===== config.mk =====
export PLATFORM = sky130hd
export DESIGN_NAME = pau_queue
export DESIGN_NICKNAME = d
export VERILOG_FILES = /design/src/assert_macros.svh /design/src/pau_pkg.sv /design/src/pau_queue.sv
export SDC_FILE = /design/constraint.sdc
export NUM_CORES = 1
export LEC_CHECK = 0
export ABC_CLOCK_PERIOD_IN_PS = 11500
export BUFFER_PORTS_ARGS = -buffer_cell sky130_fd_sc_hd__buf_2
export CORE_ASPECT_RATIO = 2
export CORE_MARGIN = 2
export CORE_UTILIZATION = 41
export CTS_BUF_LIST = sky130_fd_sc_hd__clkbuf_8 sky130_fd_sc_hd__clkbuf_16
export CTS_CLUSTER_SIZE = 28
export DETAILED_ROUTE_END_ITERATION = 10
export PLACE_DENSITY = 0.66
export SLEW_MARGIN = 10
export SYNTH_ARGS = -nofsm -noshare
export SYNTH_HDL_FRONTEND = slang
export SYNTH_SLANG_ARGS = --single-unit

===== constraint.sdc =====
create_clock -name clock -period 11.5 [get_ports clock]
set_input_delay 1.725 -clock clock [delete_from_list [all_inputs] [get_ports clock]]
set_output_delay 1.725 -clock clock [all_outputs]
set_load 0.03 [all_outputs]

===== src/assert_macros.svh =====
// Assertion macros used by the upscaler top level.
// Expects signals named clock and reset in the scope of each use.
`ifndef ASSERT_MACROS_SVH
`define ASSERT_MACROS_SVH

// Checked on every rising clock edge, masked while reset is high
`define PAU_ASSERT(label, prop) \
   label: assert property (@(posedge clock) disable iff (reset) (prop)) \
      else $error("pau assertion failed");

// Checked on every rising clock edge, reset included
`define PAU_ASSERT_RST(label, prop) \
   label: assert property (@(posedge clock) (prop)) \
      else $error("pau assertion failed during or after reset");

`endif


===== src/pau_pkg.sv =====
// Shared constants, types and codes of the 2x pixel-art upscaler.
// No dependencies; every other file of the block but assert_macros.svh uses it by scoped names.
package pau_pkg;

   // Image geometry
   localparam int MAX_WIDTH  = 1024;
   localparam int MAX_HEIGHT = 4096;
   localparam int COL_W      = $clog2(MAX_WIDTH);
   localparam int ROW_W      = $clog2(MAX_HEIGHT);
   localparam int WIDTH_W    = COL_W + 1;
   localparam int HEIGHT_W   = ROW_W + 1;

   // Pixel format and colour distance
   localparam int PIXEL_W  = 32;
   localparam int CHAN_W   = 8;
   localparam int THR_W    = 9;
   localparam int THR_SQ_W = 2 * THR_W;
   localparam int SQ_W     = 2 * CHAN_W;
   localparam int DIST_W   = SQ_W + 2;

   // Configuration port
   localparam int CSR_INDEX_W = 2;
   localparam int CSR_DATA_W  = 16;

   // Queue between front and back
   localparam int QUEUE_DEPTH = 4;
   localparam int QPTR_W      = $clog2(QUEUE_DEPTH);
   localparam int QCOUNT_W    = $clog2(QUEUE_DEPTH + 1);

   // Reset values of the configuration registers
   localparam int WIDTH_RESET  = 1024;
   localparam int HEIGHT_RESET = 1024;
   localparam int THR_RESET    = 48;

   typedef logic [PIXEL_W-1:0]     pixel_type;
   typedef logic [COL_W-1:0]       col_type;
   typedef logic [ROW_W-1:0]       row_type;
   typedef logic [CSR_INDEX_W-1:0] csr_index_type;

   // Request commands
   localparam logic CMD_PIXEL = 1'b0;
   localparam logic CMD_DRAIN = 1'b1;

   // Register indexes
   localparam csr_index_type REG_IMAGE_WIDTH     = CSR_INDEX_W'(0);
   localparam csr_index_type REG_IMAGE_HEIGHT    = CSR_INDEX_W'(1);
   localparam csr_index_type REG_COLOR_THRESHOLD = CSR_INDEX_W'(2);

   // What the front decides for one block
   typedef struct packed {
      pixel_type bottom;
      col_type   col;
      row_type   row;
      logic      use_top;
      logic      has_left;
      logic      has_right;
      logic      is_drain;
      logic      last;
   } side_type;

   // One block waiting for the back: line store reads plus side info
   typedef struct packed {
      pixel_type center;
      pixel_type top;
      pixel_type right;
      side_type  side;
   } job_type;

   typedef struct packed {
      logic [QCOUNT_W-1:0] count;
   } queue_status_type;

endpackage


===== src/pau_queue.sv =====
// Short FIFO of blocks between the front and the back of the upscaler.
// Depends on pau_pkg.
module pau_queue (
   input  logic                       clock,
   input  logic                       reset,
   input  logic                       push,
   input  pau_pkg::job_type           push_job,
   input  logic                       pop,
   output logic                       q_valid,
   output pau_pkg::job_type           q_job,
   output pau_pkg::queue_status_type  status
);

   pau_pkg::job_type                 slot_ff [pau_pkg::QUEUE_DEPTH];
   logic [pau_pkg::QPTR_W-1:0]       wr_ptr_ff, wr_ptr_in;
   logic [pau_pkg::QPTR_W-1:0]       rd_ptr_ff, rd_ptr_in;
   logic [pau_pkg::QCOUNT_W-1:0]     count_ff, count_in;

   // pointer and fill count update
   always_comb begin
      wr_ptr_in = wr_ptr_ff;
      rd_ptr_in = rd_ptr_ff;
      count_in  = count_ff;
      if (push) begin
         wr_ptr_in = (wr_ptr_ff == pau_pkg::QPTR_W'(pau_pkg::QUEUE_DEPTH - 1)) ?
                     '0 : wr_ptr_ff + pau_pkg::QPTR_W'(1);
      end
      if (pop) begin
         rd_ptr_in = (rd_ptr_ff == pau_pkg::QPTR_W'(pau_pkg::QUEUE_DEPTH - 1)) ?
                     '0 : rd_ptr_ff + pau_pkg::QPTR_W'(1);
      end
      case ({push, pop})
         2'b10:   count_in = count_ff + pau_pkg::QCOUNT_W'(1);
         2'b01:   count_in = count_ff - pau_pkg::QCOUNT_W'(1);
         default: count_in = count_ff;
      endcase
   end

   always_ff @(posedge clock) begin
      if (reset) begin
         wr_ptr_ff <= '0;
         rd_ptr_ff <= '0;
         count_ff  <= '0;
      end else begin
         wr_ptr_ff <= wr_ptr_in;
         rd_ptr_ff <= rd_ptr_in;
         count_ff  <= count_in;
      end
   end

   // payload slots, no reset
   always_ff @(posedge clock) begin
      if (push) begin
         slot_ff[wr_ptr_ff] <= push_job;
      end
   end

   assign q_valid      = (count_ff != '0);
   assign q_job        = slot_ff[rd_ptr_ff];
   assign status.count = count_ff;

endmodule


=== Word level (Yosys, flattened, before mapping) ===
Memories as Yosys holds them, arrays and structs flattened. A register that Yosys moved wholly into a read port is not among the register bits.
Cells that the tools add are included.

* Bits in registers: 7
* Bits in writable memories: 620
* Input port bits: 159
* Output and inout bits: 159
* Word-level logic and storage cells: 21
* Memories kept: 1

{| class="wikitable"
|+ Memories
! name !! words !! width !! read ports !! clocked after Yosys merged registers in !! wr ports !! line !! source
|-
| slot_ff || 4 || 155 || 1 || 1 || 1 || pau_queue.sv:14 || <nowiki>pau_pkg::job_type slot_ff [pau_pkg::QUEUE_DEPTH];</nowiki>
|}

* Add/sub/neg operators: 4
* Eq/ne operators: 4
* Multiplexer cells: 7
* Reduce and logical (&&, ||, !) cells: 2

{| class="wikitable"
|+ Operator list
! kind !! count
|-
| 2-bit 2-to-1 mux || 4
|-
| 2-bit equality test (second input constant) || 3
|-
| 3-bit case mux with 2 select lines || 1
|-
| 2-bit by 1-bit adder with 2-bit output (second input constant) || 2
|-
| 3-bit by 1-bit adder with 3-bit output (second input constant) || 1
|-
| 3-bit nonzero test || 1
|-
| 3-bit by 1-bit subtractor with 3-bit output (second input constant) || 1
|-
| 2-bit by 1-bit equality test with 1-bit output (second input constant) || 1
|-
| 1-bit 2-to-1 mux || 2
|-
| 2-bit nonzero test || 1
|}

=== Logic depth before layout (Yosys ltp) ===
Gate-level depths: netlist (run 1).

* Depth after elaboration: 4
* Depth in mapped cells: 6
* Depth with buffers taken out: 6

=== Worst setup path after synthesis (run 1) ===
OpenSTA, ideal clock, no wires.

* Path type: input to register
* From: input port push
* To: memory slot_ff[0][0] (netlist name), enable pin
* Arrival: 5.260 ns
* Data required time: 10.967 ns
* Setup slack: 5.708 ns
* Stages: 1
* Buffers on the path: 0
* Cells stage by stage: and2_1

* Longest elaborated chain between the ends: 2

{| class="wikitable"
|+ Ends and longest elaborated chain
! element !! line !! source
|-
| start: declaration || pau_queue.sv:6 || <nowiki>input logic push,</nowiki>
|-
| 1-bit 2-to-1 mux || pau_queue.sv:53 || <nowiki>if (push) begin</nowiki>
|-
| 1-bit 2-to-1 mux (not written as such) || pau_queue.sv:54 || <nowiki>slot_ff[wr_ptr_ff] <= push_job;</nowiki>
|-
| end: declaration || pau_queue.sv:14 ||
|}

No other way between the ends.

==> results by group, run 1 <==
STA
  • Slew at the pin closest to its max-slew limit: 1030 ps
  • PnR worst setup slack: 5790 ps
  • Final Critical Period: between 5000 and 6000 ps
  • Highest Clock Rate: 175 MHz
  • Final hold vios: 0
  • Tcrit/Tclk final: 49.6%
  • Final setup fails: 0
  • Worst Skew: 11.0 ps
  • Max_slew headroom: 31.3%
  • Setup_tns: 0 ps
  • RSZ-0062 raised after global routing: false
  • Slew Limit Fails: 0

Synthesis
  • FF+latch count, synth: about 630
  • Yosys warns: 0
  • Post-synth net total: 1018
  • Synth cell types: 19
  • Mapped Cells: 852
  • Sequential share of the synthesized area: between 80% and 90%
  • Yosys top cell area share: 81.8%
  • Area contributors post-synth: edfxtp_1 (82%), mux4_2 (15%), dfxtp_1 (0.79%), buf_4 (0.36%), buf_2 (0.35%)
  • Synthesized area per cell: 26.7 sq um
  • Dominant cell type by area after synthesis: edfxtp_1
  • Netlist Area Pre-Place: 22800 sq um

CTS
  • # resized after CTS: 0
  • CTS buffer count: 52
  • Clock Path Buffers: 3
  • CTS tree: built
  • H-tree levels: 2
  • Clock-pin transition on the worst setup and hold timing paths: roughly 60 ps
  • Worst-Skew Late Latency: 580 ps
  • Setup bufs post-CTS: 0
  • Cts-stage hold buffer count: 0
  • CTS sink cnt: between 600 and 700
  • Clock tree root buffer cell: clkbuf_16

Floorplan
  • Initial Utilization: 41.3%
  • I/O Pins: 318
  • Die height: 337 um
  • Floorplan core area: 55100 sq um
  • Die width: around 170 um
  • Die Area: 57500 sq um
  • Placement Rows: 122

Job
  • # Max-Cap Violations: 0

Detailed routing
  • Starting DRT DRC Count: roughly 620
  • Wire length per cell: 22.8 um
  • DR vias/cell: 5.08
  • Routed Antenna Nets: 0
  • Post-Route WL: 45500 um
  • DRC errors left: 0
  • DRT Pass-1 Iters: 4
  • DR vias: 10100

Layout
  • Layout fillers: ~4500
  • Util after Layout: 48.6%
  • Area Growth Syn to Fin: 17.5%
  • Area of the multi-input gates: 3740 sq um
  • Share of cells above drive strength 1: 45.2%
  • Nets@finish: 1368
  • Fin cells: 1990
  • FF+latch area: 18800 sq um

GRT
  • Initial antenna violation count: 15
  • GRT overflow: 0
  • Pin count of the biggest net entering global routing: 67
  • Vias in the first global route: 11000
  • First-pass GRT wire length: 67100 um
  • Tot GR Track Use: about 16%

Hold path
  • Hold Path Class: reg2reg
  • Hold Path Depth: 2

Setup path
  • CP Launch Type: register
  • Critical Path End Type: output port
  • Setup Crit Path Kind: reg2out
  • Worst Path Arrival: 3980 ps
  • Required time of the critical path: 9780 ps
  • R2R depth: 4
  • Crit-path max FO: 46

Placed design
  • GPL Wtd Cong: 0.726
  • Port bufs: approximately 320
  • DP Wirelength: 28100 um
  • Placed Cells: approximately 1900
  • Dpl ws: approximately 6200 ps

Outcome
  • Outcome: finished, final reports clean

Power and ir drop
  • IR drop worst, VDD: 0.000146 V
  • Leak: between 8 and 9 nW
  • P per Cell Area: around 180 nW/um^2
critical path, stage by stage, from the launching register on:
cell and delay [ps]:
dfxtp_4 780, buf_4 810, buf_4 820, mux4_2 640, buf_2 200
layout by cell type, fill, tap and decap left out:
master and n:
inv_1 12, o21ai_0 1, edfxtp_1 620, diode_2 4
fa_1 1, inv_6 2, mux2i_1 3, xor2_1 1
bufinv_16 2, nor2_1 6, buf_4 13, dfxtp_1 7
dfxtp_4 2, clkinv_2 10, buf_2 317, or3_1 2
and2_4 4, clkinv_4 3, ha_1 6, clkbuf_16 53
xnor2_1 1, clkinv_1 16, mux4_2 155, nor3b_1 2
a21oi_1 3
power by group:
group / total (mW) / leakage, nW / switching [mW] / internal [mW]
Combinational: 0.506 / 2.30 / 0.329 / 0.177
Sequential: 2.65 / 5.77 / 0.0305 / 2.62
Clock: 1.65 / 0.810 / 0.769 / 0.881
cell type report:
class	instances	share of cell area [%]
antenna	4	0.0374
timing repair buffer	330	6.29
clock inverter	41	0.912
inverter	4	0.0561
tap	744	3.48
multi-input combinational	185	14.0
clock buffer	53	4.96
sequential	629	70.3
cells by family (layout without fill, tap and decap cells):
| group | Yosys count | count (layout) | synth area share (%) |
|---|---|---|---|
| other | 0 | 4 | 0 |
| AOI/OAI and AO/OA | 4 | 4 | 0.0879 |
| xor gates and xnor gates | 2 | 2 | 0.0769 |
| DFF | 629 | 629 | 82.6 |
| buffers and inverters | 38 | 428 | 1.06 |
| and+or+nand+nor | 14 | 14 | 0.330 |
| muxes | 158 | 158 | 15.5 |
| adders and majority gates | 7 | 7 | 0.418 |
cells in the mapped netlist:
cell	n
clkbuf_1	2
nor3b_1	2
buf_4	11
or3_1	2
dfxtp_1	9
buf_2	16
o21ai_0	1
ha_1	6
mux4_2	155
and2_1	4
buf_6	5
nor2_1	6
edfxtp_1	620
a21oi_1	3
xor2_1	1
xnor2_1	1
fa_1	1
inv_1	4
mux2i_1	3
per-layer routing:
metal / track usage [%] / share of wire (%) / vias to the layer above
met5: 0 / 0.26 / -
met4: 6.56 / 3.7 / 18
met3: 4.93 / 7.3 / 94
met2: 28.2 / 53 / 322
met1: 17.2 / 36 / 5268
li1: - / - / 4399
through the flow:
step | cell area (sq um) | total power [mW] | hold slack [ps]
final | 26800 | 4.80 | 525
after global routing | 26800 | 4.97 | 549
after CTS | 26700 | 4.86 | 526
after detailed placement | 25200 | 3.22 | 517
after global placement | 25200 | 3.20 | 500
after floorplan | 22800 | 3.04 | 492
final timing paths:
path | start | endpoint | slack, ps
worst max-delay path | register | q_job[35] | 5790
worst min-delay path | status[2]$_SDFFE_PP0P_ | status[2]$_SDFFE_PP0P_ | 530
worst max register to register | wr_ptr_ff[0]$_SDFFE_PP0P_ | slot_ff[2][11]$_DFFE_PP_ | 8930
worst min register to register | status[2]$_SDFFE_PP0P_ | status[2]$_SDFFE_PP0P_ | 530
state kept, by name (all words and copies together) (netlist names), named ones only:
signal and cells:
wr_ptr_ff 2, status 3, slot_ff 620, rd_ptr_ff 2
(Power assumes the default switching activity.)
==> run 2: changes to the inputs <==
--- a/config.mk
+++ b/config.mk
@@ -5,7 +5,7 @@
 export SDC_FILE = /design/constraint.sdc
 export NUM_CORES = 1
 export LEC_CHECK = 0
-export ABC_CLOCK_PERIOD_IN_PS = 11500
+export ABC_CLOCK_PERIOD_IN_PS = 5900
 export BUFFER_PORTS_ARGS = -buffer_cell sky130_fd_sc_hd__buf_2
 export CORE_ASPECT_RATIO = 2
 export CORE_MARGIN = 2
==> constraint.sdc (replaced) <==
create_clock -name clock -period 5.9 [get_ports clock]
set_input_delay 0.885 -clock clock [delete_from_list [all_inputs] [get_ports clock]]
set_output_delay 0.885 -clock clock [all_outputs]
set_load 0.03 [all_outputs]
==> results by group, run 2 (same netlist as run 1, synthesis figures left out) <==
Outcome
  • Outcome: finished, final reports clean

GRT
  • Pin count of the biggest net entering global routing: 84
  • GRT overflow: 0
  • Vias in the first global route: 10900
  • First-pass GRT wire length: 65600 um
  • Initial antenna violation count: 14
  • Tot GR Track Use: 15.3%

Placed design
  • GPL Wtd Cong: around 0.73
  • Port bufs: 317
  • Placement Cell Area: 25300 sq um
  • DP Wirelength: about 27000 um

Floorplan
  • Die height: 337 um
  • Die width: 171 um
  • Die Area: 57500 sq um
  • Initial Utilization: 41.3%
  • Floorplan core area: 55100 sq um
  • I/O Pins: around 320
  • Placement Rows: roughly 120

Layout
  • Util after Layout: 48.8%
  • Most common cell after layout, fill and taps aside: edfxtp_1
  • Nets@finish: between 1000 and 1500
  • Share of cells above drive strength 1: 45.2%
  • Most frequent cells in the layout: edfxtp_1 (620), buf_2 (317), mux4_2 (155)
  • Final Cell Area: 26900 sq um
  • Area Growth Syn to Fin: 18.1%
  • Most flops, register: slot_ff
  • Flip-flop count of the largest register after layout: 620

Detailed routing
  • DR vias/cell: 5.06
  • Wire length per cell: 22.2 um
  • DRC errors left: 0
  • Routed Antenna Nets: 0
  • Post-Route WL: 44100 um
  • DRT Pass-1 Iters: 4
  • DR vias: 10100
  • Starting DRT DRC Count: 603

Setup path
  • Setup Crit Path Kind: reg2out
  • Worst Path Arrival: 2860 ps
  • Reg2reg setup slack: 3550 ps
  • Required time of the critical path: roughly 5000 ps
  • Critical Path End Type: output port
  • R2R depth: 3
  • Reg-to-Reg Start: wr_ptr_ff[0]$_SDFFE_PP0P_
  • CP Launch Type: register
  • Reg2reg end: slot_ff[1][118]$_DFFE_PP_
  • Crit-path max FO: 35

STA
  • Final Critical Period: 3740 ps
  • RSZ-0062 raised after global routing: false
  • Tcrit/Tclk final: ~63%
  • Final hold vios: 0
  • Setup_tns: 0 ps
  • Highest Clock Rate: 267 MHz
  • Slew at the pin closest to its max-slew limit: about 870 ps
  • Final setup fails: 0
  • Worst Skew: between 10 and 15 ps
  • Slew Limit Fails: 0
  • Max_slew headroom: between 40% and 50%

CTS
  • Cts-stage hold buffer count: 0
  • CTS tree: built
  • Clock-pin transition on the worst setup and hold timing paths: ~70 ps
  • # resized after CTS: 0
  • CTS sink cnt: around 630
  • Clock tree root buffer cell: clkbuf_16
  • CTS buffer count: 52
  • H-tree levels: 2
  • Worst-Skew Late Latency: 590 ps
  • Setup bufs post-CTS: 0
  • Clock Path Buffers: 3

Power and ir drop
  • IR drop worst, VDD: ~0.00027 V
  • P per Cell Area: approximately 350 nW/um^2
  • Leak: between 8 and 9 nW

Job
  • # Max-Cap Violations: 0

Hold path
  • Hold EP: status[2]$_SDFFE_PP0P_
  • Hold Path Depth: 2
  • Min-Delay Startpoint: status[2]$_SDFFE_PP0P_
  • Hold Path Class: reg2reg
run 2: cell types whose count changed in the layout (fill, tap and decap cells not counted):
| cell | change |
|---|---|
| inv_1 | +6 |
| clkinvlp_4 | +2 |
| clkinv_1 | -6 |
| clkinv_2 | -3 |
| clkinv_4 | -3 |
| buf_12 | +6 |
| buf_4 | -5 |
| inv_6 | +1 |
| bufinv_16 | +2 |
| diode_2 | +2 |
run 2: final cells by class:
class                           instances  area [sq um]
Clock buffer                           53          1330
Sequential cell                       629         18800
Inverter                                4          15.0
Clock inverter                         40           287
Multi-Input combinational cell        185          3740
Antenna cell                            6          15.0
Fill cell                            4441         28200
Tap cell                              744           931
Timing Repair Buffer                  331          1770
run 2: report_power, final:
| part | switching [mW] | internal (mW) | total [mW] |
|---|---|---|---|
| Combinational | 0.637 | 0.351 | 0.987 |
| Clock | 1.47 | 1.80 | 3.27 |
| Sequential | 0.0608 | 5.10 | 5.16 |
| Total | 2.17 | 7.25 | 9.42 |
run 2: metrics by stage:
stage	setup slack (ps)	power (mW)	std cells	hold slack, ps
final	2160	9.42	1992	501
after global routing	1910	9.74	1992	477
after CTS	1990	9.55	1986	460
after detailed placement	2640	6.27	1893	493
after global placement	2650	6.24	1893	489
after floorplan	948	5.93	852	492
run 2: worst max path at each step:
stage | start | to | slack [ps]
finish | register | q_job[59] | 2160
global route | register | q_job[59] | 1910
CTS | register | q_job[59] | 1990
detailed placement | register | q_job[59] | 2640
global placement | register | q_job[59] | 2650
floorplan | push | slot_ff[0][0]$_DFFE_PP_ | 950
run 2: layer usage:
layer | wire length, um | GRT usage, % | up-vias
met1 | 16300 | 17.7 | 5266
met5 | 74 | 0 | -
met2 | 23000 | 26.4 | 316
met3 | 3060 | 4.40 | 92
met4 | 1680 | 6.86 | 12
li1 | - | - | 4399
run 2: worst max-delay path: stages (launching register included):
cell	delay [ps]
dfxtp_4	820
buf_4	580
mux4_2	610
buf_2	200
