**src/assert_macros.svh**
```systemverilog
// Assertion macros used by the upscaler top level.
// Expects signals named clock and reset in the scope of each use.
`ifndef ASSERT_MACROS_SVH
`define ASSERT_MACROS_SVH

// Checked on every rising clock edge, masked while reset is high
`define PAU_ASSERT(label, prop) \
   label: assert property (@(posedge clock) disable iff (reset) (prop)) \
      else $error("pau assertion failed");

// Checked on every rising clock edge, reset included
`define PAU_ASSERT_RST(label, prop) \
   label: assert property (@(posedge clock) (prop)) \
      else $error("pau assertion failed during or after reset");

`endif

```
**src/pau_pkg.sv**
```systemverilog
// Shared constants, types and codes of the 2x pixel-art upscaler.
// No dependencies; every other file of the block but assert_macros.svh uses it by scoped names.
package pau_pkg;

   // Image geometry
   localparam int MAX_WIDTH  = 1024;
   localparam int MAX_HEIGHT = 4096;
   localparam int COL_W      = $clog2(MAX_WIDTH);
   localparam int ROW_W      = $clog2(MAX_HEIGHT);
   localparam int WIDTH_W    = COL_W + 1;
   localparam int HEIGHT_W   = ROW_W + 1;

   // Pixel format and colour distance
   localparam int PIXEL_W  = 32;
   localparam int CHAN_W   = 8;
   localparam int THR_W    = 9;
   localparam int THR_SQ_W = 2 * THR_W;
   localparam int SQ_W     = 2 * CHAN_W;
   localparam int DIST_W   = SQ_W + 2;

   // Configuration port
   localparam int CSR_INDEX_W = 2;
   localparam int CSR_DATA_W  = 16;

   // Queue between front and back
   localparam int QUEUE_DEPTH = 4;
   localparam int QPTR_W      = $clog2(QUEUE_DEPTH);
   localparam int QCOUNT_W    = $clog2(QUEUE_DEPTH + 1);

   // Reset values of the configuration registers
   localparam int WIDTH_RESET  = 1024;
   localparam int HEIGHT_RESET = 1024;
   localparam int THR_RESET    = 48;

   typedef logic [PIXEL_W-1:0]     pixel_type;
   typedef logic [COL_W-1:0]       col_type;
   typedef logic [ROW_W-1:0]       row_type;
   typedef logic [CSR_INDEX_W-1:0] csr_index_type;

   // Request commands
   localparam logic CMD_PIXEL = 1'b0;
   localparam logic CMD_DRAIN = 1'b1;

   // Register indexes
   localparam csr_index_type REG_IMAGE_WIDTH     = CSR_INDEX_W'(0);
   localparam csr_index_type REG_IMAGE_HEIGHT    = CSR_INDEX_W'(1);
   localparam csr_index_type REG_COLOR_THRESHOLD = CSR_INDEX_W'(2);

   // What the front decides for one block
   typedef struct packed {
      pixel_type bottom;
      col_type   col;
      row_type   row;
      logic      use_top;
      logic      has_left;
      logic      has_right;
      logic      is_drain;
      logic      last;
   } side_type;

   // One block waiting for the back: line store reads plus side info
   typedef struct packed {
      pixel_type center;
      pixel_type top;
      pixel_type right;
      side_type  side;
   } job_type;

   typedef struct packed {
      logic [QCOUNT_W-1:0] count;
   } queue_status_type;

endpackage

```
**src/pau_rsp_if.sv**
```systemverilog
// Result channel of the upscaler: one 2x2 block with its position.
// Depends on pau_pkg.
interface pau_rsp_if;
   logic                valid;
   logic                ready;
   pau_pkg::pixel_type  top_left;
   pau_pkg::pixel_type  top_right;
   pau_pkg::pixel_type  bottom_left;
   pau_pkg::pixel_type  bottom_right;
   pau_pkg::col_type    block_column;
   pau_pkg::row_type    block_row;
   logic                last_of_frame;

   modport source (output valid, top_left, top_right, bottom_left, bottom_right,
                   block_column, block_row, last_of_frame, input ready);
   modport sink   (input valid, top_left, top_right, bottom_left, bottom_right,
                   block_column, block_row, last_of_frame, output ready);
endinterface

```
**src/pau_back.sv**
```systemverilog
// Back of the upscaler: neighbour selection, colour distance, blending.
// Two stages behind the queue; the second is the result register. Depends on pau_pkg.
module pau_back (
   input  logic                            clock,
   input  logic                            reset,
   input  logic                            q_valid,
   input  pau_pkg::job_type                q_job,
   output logic                            pop,
   input  logic [pau_pkg::THR_SQ_W-1:0]    thr_sq,
   pau_rsp_if.source                       rsp
);

   typedef logic [2:0][pau_pkg::SQ_W-1:0] sq3_type;

   // per-channel squared differences of the RGB channels
   function automatic sq3_type chan_squares(pau_pkg::pixel_type a, pau_pkg::pixel_type b);
      sq3_type                     r;
      logic [pau_pkg::CHAN_W-1:0]  u;
      logic [pau_pkg::CHAN_W-1:0]  v;
      logic [pau_pkg::CHAN_W-1:0]  d;
      for (int c = 0; c < 3; c++) begin
         u    = a[c*pau_pkg::CHAN_W +: pau_pkg::CHAN_W];
         v    = b[c*pau_pkg::CHAN_W +: pau_pkg::CHAN_W];
         d    = (u > v) ? (u - v) : (v - u);
         r[c] = pau_pkg::SQ_W'(d) * pau_pkg::SQ_W'(d);
      end
      return r;
   endfunction

   function automatic logic [pau_pkg::DIST_W-1:0] sum3(sq3_type s);
      return pau_pkg::DIST_W'(s[0]) + pau_pkg::DIST_W'(s[1]) + pau_pkg::DIST_W'(s[2]);
   endfunction

   // truncating average per channel, alpha included
   function automatic pau_pkg::pixel_type blend(pau_pkg::pixel_type a, pau_pkg::pixel_type b);
      pau_pkg::pixel_type r;
      for (int c = 0; c < 4; c++) begin
         r[c*pau_pkg::CHAN_W +: pau_pkg::CHAN_W] = pau_pkg::CHAN_W'(
            ((pau_pkg::CHAN_W + 1)'(a[c*pau_pkg::CHAN_W +: pau_pkg::CHAN_W]) +
             (pau_pkg::CHAN_W + 1)'(b[c*pau_pkg::CHAN_W +: pau_pkg::CHAN_W])) >> 1);
      end
      return r;
   endfunction

   // handshake of the two stages
   logic                s1_ready, s2_ready;
   logic                s1_valid_ff, s1_valid_in;
   logic                rsp_valid_ff, rsp_valid_in;

   // neighbour to the left: centre of the last block taken from the queue
   pau_pkg::pixel_type  nb_left_ff;

   // stage 1
   pau_pkg::pixel_type  sel_top, sel_left, sel_right, sel_bottom;
   sq3_type             sq_lt_ff, sq_tr_ff, sq_lb_ff, sq_br_ff;
   pau_pkg::pixel_type  s1_center_ff, s1_top_ff, s1_left_ff, s1_right_ff;
   pau_pkg::col_type    s1_col_ff;
   pau_pkg::row_type    s1_row_ff;
   logic                s1_last_ff;

   // stage 2
   logic                diff_lt, diff_tr, diff_lb, diff_br;
   pau_pkg::pixel_type  tl_ff, tr_ff, bl_ff, br_ff;
   pau_pkg::col_type    col_ff;
   pau_pkg::row_type    row_ff;
   logic                last_ff;

   assign s2_ready = !rsp_valid_ff || rsp.ready;
   assign s1_ready = !s1_valid_ff || s2_ready;
   assign pop      = q_valid && s1_ready;

   always_comb begin
      s1_valid_in  = s1_ready ? q_valid : s1_valid_ff;
      rsp_valid_in = s2_ready ? s1_valid_ff : rsp_valid_ff;
   end

   always_ff @(posedge clock) begin
      if (reset) begin
         s1_valid_ff  <= 1'b0;
         rsp_valid_ff <= 1'b0;
      end else begin
         s1_valid_ff  <= s1_valid_in;
         rsp_valid_ff <= rsp_valid_in;
      end
   end

   // missing neighbours repeat the centre; the bottom of a drained row is the centre
   always_comb begin
      sel_top    = q_job.side.use_top   ? q_job.top    : q_job.center;
      sel_left   = q_job.side.has_left  ? nb_left_ff   : q_job.center;
      sel_right  = q_job.side.has_right ? q_job.right  : q_job.center;
      sel_bottom = q_job.side.is_drain  ? q_job.center : q_job.side.bottom;
   end

   // stage 1: squared channel differences of the four adjacent pairs
   always_ff @(posedge clock) begin
      if (pop) begin
         nb_left_ff   <= q_job.center;
         sq_lt_ff     <= chan_squares(sel_left, sel_top);
         sq_tr_ff     <= chan_squares(sel_top, sel_right);
         sq_lb_ff     <= chan_squares(sel_left, sel_bottom);
         sq_br_ff     <= chan_squares(sel_bottom, sel_right);
         s1_center_ff <= q_job.center;
         s1_top_ff    <= sel_top;
         s1_left_ff   <= sel_left;
         s1_right_ff  <= sel_right;
         s1_col_ff    <= q_job.side.col;
         s1_row_ff    <= q_job.side.row;
         s1_last_ff   <= q_job.side.last;
      end
   end

   // stage 2: threshold compare
   always_comb begin
      diff_lt = (pau_pkg::THR_SQ_W'(sum3(sq_lt_ff)) > thr_sq);
      diff_tr = (pau_pkg::THR_SQ_W'(sum3(sq_tr_ff)) > thr_sq);
      diff_lb = (pau_pkg::THR_SQ_W'(sum3(sq_lb_ff)) > thr_sq);
      diff_br = (pau_pkg::THR_SQ_W'(sum3(sq_br_ff)) > thr_sq);
   end

   // stage 2: quadrant blend into the result register
   always_ff @(posedge clock) begin
      if (s2_ready && s1_valid_ff) begin
         tl_ff   <= diff_lt ? blend(s1_left_ff, s1_center_ff)  : s1_center_ff;
         tr_ff   <= diff_tr ? blend(s1_top_ff, s1_center_ff)   : s1_center_ff;
         bl_ff   <= diff_lb ? blend(s1_left_ff, s1_center_ff)  : s1_center_ff;
         br_ff   <= diff_br ? blend(s1_right_ff, s1_center_ff) : s1_center_ff;
         col_ff  <= s1_col_ff;
         row_ff  <= s1_row_ff;
         last_ff <= s1_last_ff;
      end
   end

   assign rsp.valid         = rsp_valid_ff;
   assign rsp.top_left      = tl_ff;
   assign rsp.top_right     = tr_ff;
   assign rsp.bottom_left   = bl_ff;
   assign rsp.bottom_right  = br_ff;
   assign rsp.block_column  = col_ff;
   assign rsp.block_row     = row_ff;
   assign rsp.last_of_frame = last_ff;

endmodule

```
**src/flat_wrapper.sv**
```systemverilog
// flat-port wrapper written by rule: the top's interface ports become plain ports
module pau_back_flat 
  (clock, reset, q_valid, q_job, pop, thr_sq, rsp_valid, rsp_top_left, rsp_top_right, rsp_bottom_left, rsp_bottom_right, rsp_block_column, rsp_block_row, rsp_last_of_frame, rsp_ready);
  pau_rsp_if rsp_i ();
  input  logic clock;
  input  logic reset;
  input  logic q_valid;
  input  pau_pkg::job_type q_job;
  output logic pop;
  input  logic [pau_pkg::THR_SQ_W-1:0] thr_sq;
  output wire logic [$bits(rsp_i.valid)-1:0] rsp_valid;
  output wire logic [$bits(rsp_i.top_left)-1:0] rsp_top_left;
  output wire logic [$bits(rsp_i.top_right)-1:0] rsp_top_right;
  output wire logic [$bits(rsp_i.bottom_left)-1:0] rsp_bottom_left;
  output wire logic [$bits(rsp_i.bottom_right)-1:0] rsp_bottom_right;
  output wire logic [$bits(rsp_i.block_column)-1:0] rsp_block_column;
  output wire logic [$bits(rsp_i.block_row)-1:0] rsp_block_row;
  output wire logic [$bits(rsp_i.last_of_frame)-1:0] rsp_last_of_frame;
  input wire logic [$bits(rsp_i.ready)-1:0] rsp_ready;
  assign rsp_valid = rsp_i.valid;
  assign rsp_top_left = rsp_i.top_left;
  assign rsp_top_right = rsp_i.top_right;
  assign rsp_bottom_left = rsp_i.bottom_left;
  assign rsp_bottom_right = rsp_i.bottom_right;
  assign rsp_block_column = rsp_i.block_column;
  assign rsp_block_row = rsp_i.block_row;
  assign rsp_last_of_frame = rsp_i.last_of_frame;
  assign rsp_i.ready = rsp_ready;
  pau_back u_core (.clock(clock), .reset(reset), .q_valid(q_valid), .q_job(q_job), .pop(pop), .thr_sq(thr_sq), .rsp(rsp_i));
endmodule
```
**config.mk**
```make
export PLATFORM = sky130hd
export DESIGN_NAME = pau_back_flat
export DESIGN_NICKNAME = d
export VERILOG_FILES = /design/src/assert_macros.svh /design/src/pau_pkg.sv /design/src/pau_rsp_if.sv /design/src/pau_back.sv /design/src/flat_wrapper.sv
export SDC_FILE = /design/constraint.sdc
export NUM_CORES = 2
export LEC_CHECK = 0
export BUFFER_PORTS_ARGS = -buffer_cell sky130_fd_sc_hd__buf_2
export CAP_MARGIN = 40
export CORE_ASPECT_RATIO = 1.75
export CORE_UTILIZATION = 60
export CTS_CLUSTER_DIAMETER = 200
export DETAILED_ROUTE_END_ITERATION = 10
export GPL_TIMING_DRIVEN = 0
export HOLD_SLACK_MARGIN = 0.05
export PLACE_DENSITY = 0.85
export SYNTH_ARGS = -nofsm -noshare
export SYNTH_HDL_FRONTEND = slang
export SYNTH_SLANG_ARGS = --single-unit
```
**constraint.sdc**
```tcl
create_clock -name clock -period 46.9 [get_ports clock]
set_clock_uncertainty 0.1 [all_clocks]
set_input_delay 4.69 -clock clock [delete_from_list [all_inputs] [get_ports clock]]
set_output_delay 4.69 -clock clock [all_outputs]
set_load 0.02 [all_outputs]
```
### Word level (Yosys, flattened, before mapping)

Index checks and enable logic that the tools add are counted.

* register bits: 496
* latch bits: 0
* RAM bits: 0
* memory bits (read-only): 0
* input bits: 177
* output and inout bits: 153
* logic and storage cells: 126
* memories kept: 0

* $add $sub $neg: 44
* multiply operators: 12
* divide/modulo/power cells: 0
* order comparisons: 16
* equality and inequality tests: 0
* shift-type cells: 0
* mux-type cells: 20
* bitwise gates (word level): 0
* reduce and logical (&&, ||, !) cells: 6

Operators with widths (number)
* 2-to-1 mux 32 bit: 7
* multiplier 8 x 8 -> 16 bit: 12
* subtractor 8 bit: 24
* adder 8 x 8 -> 9 bit: 12
* greater-than comparator 8 bit: 12
* 2-to-1 mux 8 bit: 12
* adder 18 x 16 -> 18 bit: 4
* greater-than comparator 18 bit: 4
* adder 16 x 16 -> 17 bit: 4
* 2-to-1 mux 24 bit: 1
* logical AND 1 bit: 2
* zero test 1 bit: 2
* logical OR 1 bit: 2

### Depth between registers and ports, before layout

* word-level depth: 4
* mapped depth: 32
* gate-level depth less buffers: 29

### Least setup slack after synthesis

OpenSTA, ideal clock, no wires.

* path kind: input port to output port
* start: in rsp_ready
* end: out pop
* data arrival time: 28.976 ns
* data required time: 42.110 ns
* slack: 13.134 ns
* stages on the path: 2
* path buffers: 0
* cells stage by stage: nor2b_1 a21boi_0

* cells in the longest elaborated chain, start to end: 3

Ends and longest elaborated chain
* from (decl): line flat_wrapper.sv:19 `input wire logic [$bits(rsp_i.ready)-1:0] rsp_ready;`
* logical OR 1 bit: line pau_back.sv:68 `assign s2_ready = !rsp_valid_ff || rsp.ready;`
* logical OR 1 bit: line pau_back.sv:69 `assign s1_ready = !s1_valid_ff || s2_ready;`
* logical AND 1 bit: line pau_back.sv:70 `assign pop = q_valid && s1_ready;`
* to (decl): line flat_wrapper.sv:9 `output logic pop;`

Every way passes these cells.

### Worst setup path in the final report

* start: in q_job[3] (netlist bit)
* end: reg u_core.sq_lt_ff[47] (netlist bit), data pin

* cells in the longest elaborated chain, start to end: 4
* elaborated cells on any way between the ends: 6
* those cells by class: add/sub (2); mul (1); order compare (1); mux (2)

Ends and longest elaborated chain
* from (decl): line flat_wrapper.sv:8 `input pau_pkg::job_type q_job;`
* 2-to-1 mux 32 bit *: line pau_back.sv:90 `sel_left = q_job.side.has_left ? nb_left_ff : q_job.center;`
* named net u_core.sel_left[17]: line pau_back.sv:54 `pau_pkg::pixel_type sel_top, sel_left, sel_right, sel_bottom;`
* subtractor 8 bit / greater-than comparator 8 bit (equally long branches): line pau_back.sv:24 `d = (u > v) ? (u - v) : (v - u);`
* 2-to-1 mux 8 bit *: line pau_back.sv:24
* multiplier 8 x 8 -> 16 bit *: line pau_back.sv:25 `r[c] = pau_pkg::SQ_W'(d) * pau_pkg::SQ_W'(d);`
* to (signal assigned): line pau_back.sv:99 `sq_lt_ff <= chan_squares(sel_left, sel_top);`
* to (decl): line pau_back.sv:55 `sq3_type sq_lt_ff, sq_tr_ff, sq_lb_ff, sq_br_ff;`

Mark *: on every way through the listed nets, which the timed path passes. The rest lies on a longest branch.
A chain may end at the register's enable or synchronous reset.

==> metrics.cfg <==
[status]
status = completed

[layout]
nNetsFinal = 6984
fill_cells = 6388
utilization_pct = 67.20
syn2layout_area_growth_pct = 10.90
drive_gt1_share_pct = 12.63

[setup_path]
required_ps = 47190
reg2reg_from = u_core.nb_left_ff[17]$_DFFE_PP_
slowest_stage = xnor2_1
start_kind = input port
critical_path.most_common_cell = fa_1
startpoint = q_job[3]
rrSetupSlack_ps = 38120
worstPathMaxFanout = 9
worstRegToRegCells = 25
crit_end = u_core.sq_lt_ff[47]$_DFFE_PP_
arrival_ps = 13830
r2r-end = u_core.sq_lt_ff[47]$_DFFE_PP_
worstSetupPathType = in2reg
cp_slowest_stage_delay_ps = 780
cp-end-kind = register

[logic_synthesis]
synth_seq_cells = 484
yosysTopAreaCell = edfxtp_1
postSynthCellCount = 5213
synth_flop_cell = edfxtp_1
postSynthNetCount = 6552
yosys.area.top_type_share_pct = 27.47
async_flop_share_pct = 0
avgSynthCellArea_sq_um = 10.11
synth_edf_count = 482
yosysWarnings = 0
synth_cell_type_count = 84
netlist_area_sq_um = 52690
yosysSeqAreaShare_pct = 27.54
synthTopCellsByArea = edfxtp_1 (27%), ha_1 (20%), fa_1 (13%)

[floorplan]
start_util_pct = 60.60
die_area_sq_um = 89060
die_x_microns = 226.0
coreArea_sq_um = 86960
dieHeight_microns = 394.0
io_pins = 330
rows = 143

[sta]
worst_pin_slew_ps = 986.5
rsz0062_at_grt = false
postLayoutSetupSlackWorst_ps = 33370
min_period_ps = 13530
fin_tns_setup_ps = 0
hold_ws_ps = 315.9
final_max_slew_viol_count = 0
relSlewSlack_pct = 32.35
fmax_mhz = 73.88
hold_viol = 0
setup_viol = 0
fin_crit_sh_pct = 28.86

[grt]
grt_overflow = 0
grt_pass1_vias = 43131
antenna_found_initial = 4
gr-usage-all-layers_pct = 32.80
grt_pass1_wl_mm = 224.7
grt_max_degree = 35

[clock_network]
path_clk_slew_ps = 70
cts_hold_buf = 0
cts_tree = done
cts_resized = 0
clk_latency_ps = 640
cts_max_level = 2
postCtsSetupBuffers = 0
cts_made_buffers = 48
root_buffer = clkbuf_16
clock-sinks = 484
cts.path.max_buffers = 3

[detailed_routing]
post_drt_wl_per_cell_microns = 21.19
route.detailed.drc = 0
drt_wl_total_mm = 145.1
dr_total_vias = 41072
drtIter0Drc = 2798
dr.pass1.iters = 7
ant_nets = 0
avgViaCountPerCell = 5.998

[place]
hpwl_mm = 116.7
port_buffers = 317
place_congestion = 1.000
dp_slack_ps = 32970

[worst_hold_path]
hold_class = reg2reg

[run]
drv_cap = 0

[Yosys cell counts, drive strengths merged, types with 23 or more instances]
master	count
mux2	127
nand2b	66
nand4	33
o21ai	196
nand2	139
nor2b	61
ha	825
o21a	48
edfxtp	482
xor2	137
nor2	491
nand3	34
inv	737
o21bai	53
or2	60
nor3	52
buf	23
a21o	133
a21boi	23
mux2i	184
a21oi	389
fa	337
clkbuf	63
xnor2	293
a211oi	24
[registers in the layout (all words and copies together) (netlist names), 45 cells and up]
register and cells:
u_core.sq_lb_ff 45, u_core.sq_br_ff 45, u_core.sq_tr_ff 45, u_core.sq_lt_ff 45
[area by class of cell]
cell class              count  area (sq um)  area share (%)
well taps                1160          1451           2.484
clock inverters            37         480.5          0.8222
clock buffers              51          1234           2.111
multi-input cells        3906         35080           60.04
flip-flops and latches    484         14510           24.84
diodes                      5         12.51         0.02141
plain buffers              86         347.8          0.5953
inverters                 737          2766           4.734
repair buffers            382          2544           4.353
[logic make-up after synthesis]
logic type      after synthesis  share of synthesized area (%)
mux                         311                          6.217
fa+ha+maj                  1162                          32.39
flops                       484                          27.54
compound gates              996                          11.76
buf+inv                     823                          5.908
xor+xnor                    430                          7.290
simple gates               1007                          8.886
[how the worst min path moves through the flow]
| stage | from | end | slack (ps) | cells past startpoint |
|---|---|---|---|---|
| CTS | u_core.s1_row_ff[10]$_DFFE_PP_ | u_core.rsp.block_row[10]$_DFFE_PP_ | 320 | 0 |
| floorplan | u_core.s1_col_ff[0]$_DFFE_PP_ | u_core.rsp.block_column[0]$_DFFE_PP_ | 300 | 0 |
| global route | u_core.s1_row_ff[10]$_DFFE_PP_ | u_core.rsp.block_row[10]$_DFFE_PP_ | 320 | 0 |
| global placement | u_core.s1_col_ff[8]$_DFFE_PP_ | u_core.rsp.block_column[8]$_DFFE_PP_ | 300 | 0 |
| finish | u_core.s1_row_ff[10]$_DFFE_PP_ | u_core.rsp.block_row[10]$_DFFE_PP_ | 320 | 0 |
| detailed placement | u_core.s1_col_ff[2]$_DFFE_PP_ | u_core.rsp.block_column[2]$_DFFE_PP_ | 310 | 0 |
[metrics by stage]
step,area (sq um),cells
2_1_floorplan,52690,5213
4_1_cts,58370,6838
3_5_place_dp,56650,6750
5_1_grt,58420,6844
6_report,58430,6848
3_3_place_gp,55730,6690
[placed cells by master, fill, tap and decap left out, types with 10 or more instances in the layout]
cell,Yosys,layout
buf_8,0,13
buf_2,15,333
a21boi_0,23,22
nor2_1,489,489
o21ai_0,192,192
nor3_1,51,51
mux2_2,127,127
buf_4,1,21
or3_1,10,10
buf_16,0,11
inv_1,734,734
a211oi_1,23,23
clkbuf_1,62,64
xnor2_1,285,285
nand3_1,34,34
edfxtp_1,482,482
a31oi_1,19,19
xor2_1,135,135
or2_2,58,58
a21oi_1,385,385
nor2b_1,61,60
ha_1,825,825
o21a_1,48,48
a21o_1,133,133
mux2i_1,183,183
fa_1,337,337
o21bai_1,53,53
buf_12,0,10
and2_1,19,19
and3_1,17,17
and4_1,10,10
nand2_1,139,139
nand4_1,33,33
clkbuf_16,0,49
nand2b_1,66,66
a31o_2,14,14
[metal layers]
| layer | global-route usage [%] | vias to the layer above | share of wire (%) |
|---|---|---|---|
| met5 | 0 | - | 0.032 |
| met4 | 28.08 | 6 | 10 |
| met3 | 4.987 | 621 | 6.4 |
| met2 | 57.74 | 1708 | 50 |
| met1 | 33.67 | 19920 | 34 |
| li1 | - | 18817 | - |
[worst max-delay path: cells and delay by family]
| family | cells | cell delay (ps) |
|---|---|---|
| muxes | 2 | 890 |
| adders and majority gates | 6 | 2780 |
| xor gates and xnor gates | 2 | 960 |
| and+or+nand+nor | 3 | 880 |
| AOI/OAI and AO/OA | 8 | 1890 |
| buffers and inverters | 7 | 1710 |
Power is not shown: default switching activity piles up to over one toggle a cycle in this logic, so the estimate is an artifact.
